[src/sv/marching_cubes_cell_vertices_top_defines.svh]
// assertion macros for the cell vertex block
`ifndef MARCHING_CUBES_CELL_VERTICES_TOP_DEFINES_SVH
`define MARCHING_CUBES_CELL_VERTICES_TOP_DEFINES_SVH
`ifndef ASSERT_OFF
`define MCV_ASSERT(label, clk, rst_n, prop, msg) \
    label: assert property (@(posedge clk) disable iff (!rst_n) prop) else $error(msg);
`define MCV_ASSERT_NORST(label, clk, prop, msg) \
    label: assert property (@(posedge clk) prop) else $error(msg);
`else
`define MCV_ASSERT(label, clk, rst_n, prop, msg)
`define MCV_ASSERT_NORST(label, clk, prop, msg)
`endif
`endif

[src/sv/mcv_divider.sv]
module mcv_divider #(
    parameter int NumBits = 24,
    parameter int DenBits = 17,
    parameter int QBits   = 8,
    parameter int TagBits = 8
) (
    input  logic               clk,
    input  logic               rst_n,
    input  logic               en,
    input  logic               in_valid,
    input  logic [NumBits-1:0] num,
    input  logic [DenBits-1:0] den,
    input  logic [TagBits-1:0] in_tag,
    output logic               out_valid,
    output logic [QBits-1:0]   quo,
    output logic [TagBits-1:0] out_tag
);
    // restoring divider, one quotient bit per stage, numerator = x << QBits
    localparam int RemBits = DenBits + 1;

    logic [QBits:0]              vld_reg;
    logic [RemBits-1:0]          rem_reg  [QBits+1];
    logic [DenBits-1:0]          den_reg  [QBits+1];
    logic [QBits-1:0]            q_reg    [QBits+1];
    logic [TagBits-1:0]          tag_reg  [QBits+1];

    always_ff @(posedge clk or negedge rst_n)
    begin
        if (!rst_n)
            vld_reg <= '0;
        else if (en)
            vld_reg <= {vld_reg[QBits-1:0], in_valid};
    end

    always_ff @(posedge clk)
    begin
        if (en)
        begin
            rem_reg[0] <= RemBits'(num);
            den_reg[0] <= den;
            q_reg[0]   <= '0;
            tag_reg[0] <= in_tag;
            for (int k = 0; k < QBits; k++)
            begin
                logic [RemBits:0] sh;
                sh = {rem_reg[k], 1'b0};
                if (sh >= {1'b0, 1'b0, den_reg[k]})
                begin
                    rem_reg[k+1] <= RemBits'(sh - {2'b00, den_reg[k]});
                    q_reg[k+1]   <= {q_reg[k][QBits-2:0], 1'b1};
                end
                else
                begin
                    rem_reg[k+1] <= RemBits'(sh);
                    q_reg[k+1]   <= {q_reg[k][QBits-2:0], 1'b0};
                end
                den_reg[k+1] <= den_reg[k];
                tag_reg[k+1] <= tag_reg[k];
            end
        end
    end

    assign out_valid = vld_reg[QBits];
    assign quo       = q_reg[QBits];
    assign out_tag   = tag_reg[QBits];
endmodule
[config.mk]
export PLATFORM = sky130hd
export DESIGN_NAME = mcv_divider
export DESIGN_NICKNAME = d
export VERILOG_FILES = /design/src/sv/marching_cubes_cell_vertices_top_defines.svh /design/src/sv/mcv_divider.sv
export SDC_FILE = /design/constraint.sdc
export NUM_CORES = 1
export LEC_CHECK = 0
export BUFFER_PORTS_ARGS = -buffer_cell sky130_fd_sc_hd__buf_4
export CAP_MARGIN = 20
export CORE_UTILIZATION = 50
export DETAILED_ROUTE_END_ITERATION = 12
export GPL_TIMING_DRIVEN = 0
export PLACE_DENSITY = 0.7
export RECOVER_POWER = 50
export SKIP_LAST_GASP = 1
export SLEW_MARGIN = 20
export SYNTH_ARGS = -nofsm -noshare
export SYNTH_HDL_FRONTEND = slang
export SYNTH_SLANG_ARGS = --single-unit
[constraint.sdc]
create_clock -name clk -period 3.61 [get_ports clk]
set_input_delay 0.5415 -clock clk [delete_from_list [all_inputs] [get_ports clk]]
set_output_delay 0.5415 -clock clk [all_outputs]
set_load 0.01 [all_outputs]
# Word level (Yosys, flattened, before mapping)
# Memory sizes are Yosys's and may differ from the RTL's.
# Cells that the tools add are included.
[classes] add_sub_neg=8 n_lt_le_gt_ge=8 n_mux=66 bitwise_logic=16
[ops] operator="19-bit by 17-bit >= comparator with 1-bit output" n=8
[ops] operator="18-bit two-way mux" n=8
[ops] operator="18-bit by 17-bit subtractor with 18-bit output" n=8
[ops] operator="8-bit two-way mux" n=8
[ops] operator="1-bit two-way mux" n=50
[ops] operator="1-bit OR" n=16
[word_totals] reg_bits=9 mem_bits_rw=459 in_bits=53 out_inout_bits=17 elab_cells=103 n_memories=4
[mem_list] name="rem_reg" words=9 word_bits=18 rd=8 rd_clocked_by_memory_dff=0 write_ports=9 line_no="mcv_divider.sv:22" text="logic [RemBits-1:0] rem_reg [QBits+1];"
[mem_list] name="den_reg" words=9 word_bits=17 rd=8 rd_clocked_by_memory_dff=0 write_ports=9 line_no="mcv_divider.sv:23" text="logic [DenBits-1:0] den_reg [QBits+1];"
[mem_list] name="q_reg" words=9 word_bits=8 rd=9 rd_clocked_by_memory_dff=0 write_ports=9 line_no="mcv_divider.sv:24" text="logic [QBits-1:0] q_reg [QBits+1];"
[mem_list] name="tag_reg" words=9 word_bits=8 rd=9 rd_clocked_by_memory_dff=0 write_ports=9 line_no="mcv_divider.sv:25" text="logic [TagBits-1:0] tag_reg [QBits+1];"

# Depth between registers and ports, before layout
[logic_depth] word_depth=5 depth_mapped=12

# Least setup slack after synthesis
# No wires, ideal clock.
[synth_path] path_kind="register -> register" startpoint="mem rem_reg[5][0] (netlist bit)" endpoint="mem rem_reg[6][14] (netlist bit), data pin" setup_time_ps=260 arrival_time_ps=2462 required_ps=3350 setup_slack_ps=889 path_stages_with_launch=9 path_buffers=0 synth_period_minus_slack_ps=2721 path_cell_list="edfxtp_1 fa_1 a21o_1 a21o_1 a2111oi_2 nor4_1 a2111oi_2 xnor2_1 mux2_2"
[synth_rtl] element="from (decl)" line_no="mcv_divider.sv:22"

==> run_summary.xml <==
<?xml version="1.0" encoding="UTF-8"?>
<metrics>
  <group name="min_path">
    <metric name="min_path_type" unit="">input pin to flip-flop</metric>
    <metric name="worstHoldStart" unit="">num[13]</metric>
  </group>
  <group name="place">
    <metric name="gp_routability_congestion" unit="">0.930</metric>
    <metric name="dp_hpwl" unit="mm">30.6</metric>
    <metric name="post-place-cells" unit="">2245</metric>
    <metric name="dpl-instance-area" unit="mm²">0.0215</metric>
    <metric name="port_buffers" unit="">63</metric>
  </group>
  <group name="critical_path">
    <metric name="timing.reg2reg.setup_slack" unit="ps">120</metric>
    <metric name="cp_data_required_time" unit="ps">3900</metric>
    <metric name="timing.critical_path.from_type" unit="">flip-flop</metric>
    <metric name="timing_worst_setup_path_type" unit="">flip-flop to flip-flop</metric>
    <metric name="crit_path_start" unit="">rem_reg[2][0]</metric>
    <metric name="reg2reg_from" unit="">rem_reg[2][0]</metric>
    <metric name="critical_path.max_fanout" unit="">10</metric>
    <metric name="cp.arrival" unit="ps">3780</metric>
    <metric name="cp-end-kind" unit="">flip-flop</metric>
  </group>
  <group name="layout">
    <metric name="final-instance-count-excl-fill" unit="">2328</metric>
    <metric name="layout-area-overhead-vs-synth" unit="%">13.2</metric>
    <metric name="largest_register_ff_count" unit="">144</metric>
    <metric name="final_core_util" unit="%">57.6</metric>
    <metric name="final_design_area_no_fill" unit="mm²">0.0230</metric>
    <metric name="drive_above_1_share" unit="%">12.8</metric>
    <metric name="antennaDiodeCount" unit="">0</metric>
    <metric name="layout.filler_cells" unit="">3268</metric>
    <metric name="number_of_nets_at_the_end_of_the_flow" unit="">1962</metric>
  </group>
  <group name="timing">
    <metric name="fmax" unit="MHz">286</metric>
    <metric name="finalCritPeriodShare" unit="%">96.7</metric>
    <metric name="normalized_max_slew_margin" unit="%">30.7</metric>
    <metric name="worst_pin_slew" unit="ps">1040</metric>
    <metric name="finalMaxSlewViolations" unit="">0</metric>
    <metric name="setup_violations" unit="">0</metric>
    <metric name="worst_clock_skew_on_the_final_layout" unit="ps">12.1</metric>
    <metric name="rsz0062_at_grt" unit="">false</metric>
    <metric name="hold_violations_final" unit="">0</metric>
    <metric name="min_period" unit="ps">3490</metric>
    <metric name="hold_ws" unit="ps">172</metric>
  </group>
  <group name="grt">
    <metric name="grt_pass1_vias" unit="">13100</metric>
    <metric name="wire_length_of_the_first_global_routing_pass" unit="mm">64.6</metric>
    <metric name="grt_start_max_net_pins" unit="">96</metric>
    <metric name="grt_remaining_overflow" unit="">0</metric>
    <metric name="antenna_violations_before_repair" unit="">0</metric>
    <metric name="total_routing_resource_utilization_after_global_routing" unit="%">19.9</metric>
  </group>
  <group name="synthesis">
    <metric name="synth_top_cells_by_count" unit="">edfxtp_1, inv_1, ha_1</metric>
    <metric name="synthesized_netlist_net_count" unit="">1850</metric>
    <metric name="synth.mux.area_fraction" unit="%">3.34</metric>
    <metric name="yosys.area_share.xor_xnor" unit="%">3.93</metric>
    <metric name="synth_cell_types" unit="">75</metric>
    <metric name="post_synth_fa_ha_maj_area_fraction" unit="%">9.01</metric>
    <metric name="syn-instance-count" unit="">1655</metric>
    <metric name="syn-mean-instance-area" unit="µm²">12.3</metric>
    <metric name="synth-simple-area-share" unit="%">8.65</metric>
    <metric name="post_synth_instance_area" unit="mm²">0.0203</metric>
    <metric name="synth_top_family_by_area" unit="">compound AO/OA/AOI/OAI gates</metric>
    <metric name="synth_top_area_cell" unit="">edfxtp_1</metric>
    <metric name="async_flop_share" unit="%">2.27</metric>
    <metric name="fraction_of_post_synthesis_cell_area_in_the_top_cell_type_by_area" unit="%">57.2</metric>
    <metric name="number_of_synthesis_warnings" unit="">0</metric>
    <metric name="compound_cell_area_share_of_the_yosys_netlist" unit="%">12.2</metric>
    <metric name="postSynth.topFlopCell" unit="">edfxtp_1</metric>
    <metric name="yosysSeqAreaShare" unit="%">58.4</metric>
    <metric name="synth_edf_count" unit="">387</metric>
    <metric name="netlist_top_cells_area" unit="">edfxtp_1, ha_1, inv_1</metric>
    <metric name="postSynthRegisterBits" unit="">397</metric>
    <metric name="yosys.cell_count.top_type" unit="">edfxtp_1</metric>
  </group>
  <group name="pwr">
    <metric name="power.density" unit="mW/mm²">732</metric>
    <metric name="max-vdd-ir-drop" unit="mV">0.401</metric>
    <metric name="leakagePower" unit="nW">9.08</metric>
  </group>
  <group name="cts">
    <metric name="clock_latency" unit="ps">560</metric>
    <metric name="number_of_buffers_inserted_to_repair_setup_after_cts" unit="">0</metric>
    <metric name="clk_pin_slew" unit="ps">60</metric>
    <metric name="cts_max_level" unit="">2</metric>
    <metric name="root_buffer_cell" unit="">clkbuf_16</metric>
    <metric name="tritoncts_num_sinks" unit="">397</metric>
    <metric name="cts_made_buffers" unit="">45</metric>
    <metric name="ctsLongestPathBuffers" unit="">3</metric>
    <metric name="tritoncts" unit="">built</metric>
  </group>
  <group name="floorplan">
    <metric name="core_area" unit="mm²">0.0399</metric>
    <metric name="floorplan.die.height" unit="µm">204</metric>
    <metric name="boundaryPins" unit="">70</metric>
    <metric name="die_width" unit="µm">204</metric>
    <metric name="overall_die_area" unit="mm²">0.0414</metric>
    <metric name="row_count" unit="">73</metric>
    <metric name="start_util" unit="%">50.9</metric>
  </group>
  <group name="flow_run">
    <metric name="max_cap_violation_count" unit="">0</metric>
  </group>
  <group name="routing">
    <metric name="drtAntennaViolNets" unit="">0</metric>
    <metric name="drt-pass1-iter-count" unit="">5</metric>
    <metric name="wirelength" unit="mm">40.6</metric>
    <metric name="drcViolationCount" unit="">0</metric>
    <metric name="vias_per_cell" unit="">5.50</metric>
    <metric name="dr_total_vias" unit="">12800</metric>
    <metric name="routedWlPerCell" unit="µm">17.5</metric>
    <metric name="first_iter_violations" unit="">652</metric>
  </group>
  <group name="run_status">
    <metric name="run_status" unit="">complete, no violations</metric>
  </group>
</metrics>
[final timing paths]
check                                  to  cells past startpoint
min in group asynchronous      vld_reg[6]                      2
hold reg to reg            tag_reg[0][39]                      0
max in group asynchronous      vld_reg[2]                      2
setup / recovery           rem_reg[3][14]                      9
setup reg to reg           rem_reg[3][14]                      9
hold / removal             rem_reg[0][13]                      1
[report_power, final]
group / total, mW / internal (mW) / switching (mW)
clock: 4.47 / 2.67 / 1.79
combinational: 5.68 / 2.52 / 3.16
sequential: 6.67 / 6.24 / 0.425
total: 16.8 / 11.4 / 5.37
[stage by stage]
step	setup WS (ps)	power [mW]	TNS, ps
floorplan	889	10.9	0
global placement	-2040	12.3	-385080
detailed placement	-655	12.4	-8780
CTS	57.5	16.9	0
global route	18.1	17.8	0
finish	119	16.8	0
[logic make-up (layout without fill, tap and decap cells)]
group	count (synthesis)	after routing
simple gates	358	358
mux	59	59
xor+xnor	91	91
flops	397	397
fa+ha+maj	142	142
buf+inv	219	367
compound gates	389	389
[layer usage]
| layer | global-route usage, % | part of all wire (%) |
|---|---|---|
| met1 | 19.8 | 37 |
| met2 | 39.4 | 55 |
| met3 | 3.58 | 3.3 |
| met4 | 9.37 | 4.2 |
| met5 | 0 | 0 |
[cells in the final DEF (no fill, tap or decap), types with 9 or more instances in the layout]
cell type  Yosys  layout
clkbuf_4       0      43
o21a_1        20      20
inv_1        166     166
nand3_1       27      27
dfrtp_1        9       9
xor2_1        29      29
nand4_1       15      15
clkbuf_16      0      47
a211oi_1      13      13
o31ai_1       11      11
o21bai_1      12      12
edfxtp_1     387     387
a21o_1        40      40
nor3_1        24      24
nor2_1        81      81
and3_1        10      10
clkinv_2       0       9
nand2_1      111     111
buf_4          9      27
o21ai_0       95      95
ha_1         135     135
a31oi_1       14      14
nor2b_1       18      18
and2_1        17      17
mux2_2        54      54
a21oi_1      118     118
o211ai_1       9       9
xnor2_1       62      62
nand2b_1      15      15
clkbuf_1      33      37
[timing repair]
action | in CTS | in global routing
gates resized for setup | 0 | 1
hold endpoints to repair | 9 | 0
gates cloned | 0 | 0
endpoints found under the setup margin | 6 | 2
pin swaps | 0 | 0
hold buffers | 1 | 0
[cell type report]
| class | count | area [µm²] | area share [%] |
|---|---|---|---|
| multi-input cells | 1039 | 7550 | 32.9 |
| plain buffers | 52 | 277 | 1.20 |
| well taps | 525 | 657 | 2.86 |
| clock inverters | 26 | 244 | 1.06 |
| repair buffers | 66 | 542 | 2.36 |
| inverters | 166 | 623 | 2.71 |
| flip-flops and latches | 397 | 11900 | 51.6 |
| clock buffers | 57 | 1210 | 5.28 |
[critical path: stages (launching register included)]
cell      delay (ps)
edfxtp_1         450
ha_1             340
nor2b_1          150
o31a_1           310
o31ai_1          480
a21oi_1          200
a31oi_1          290
clkbuf_1         360
clkbuf_1         450
o21ai_0          180
Power figures use the tool's default switching activity.
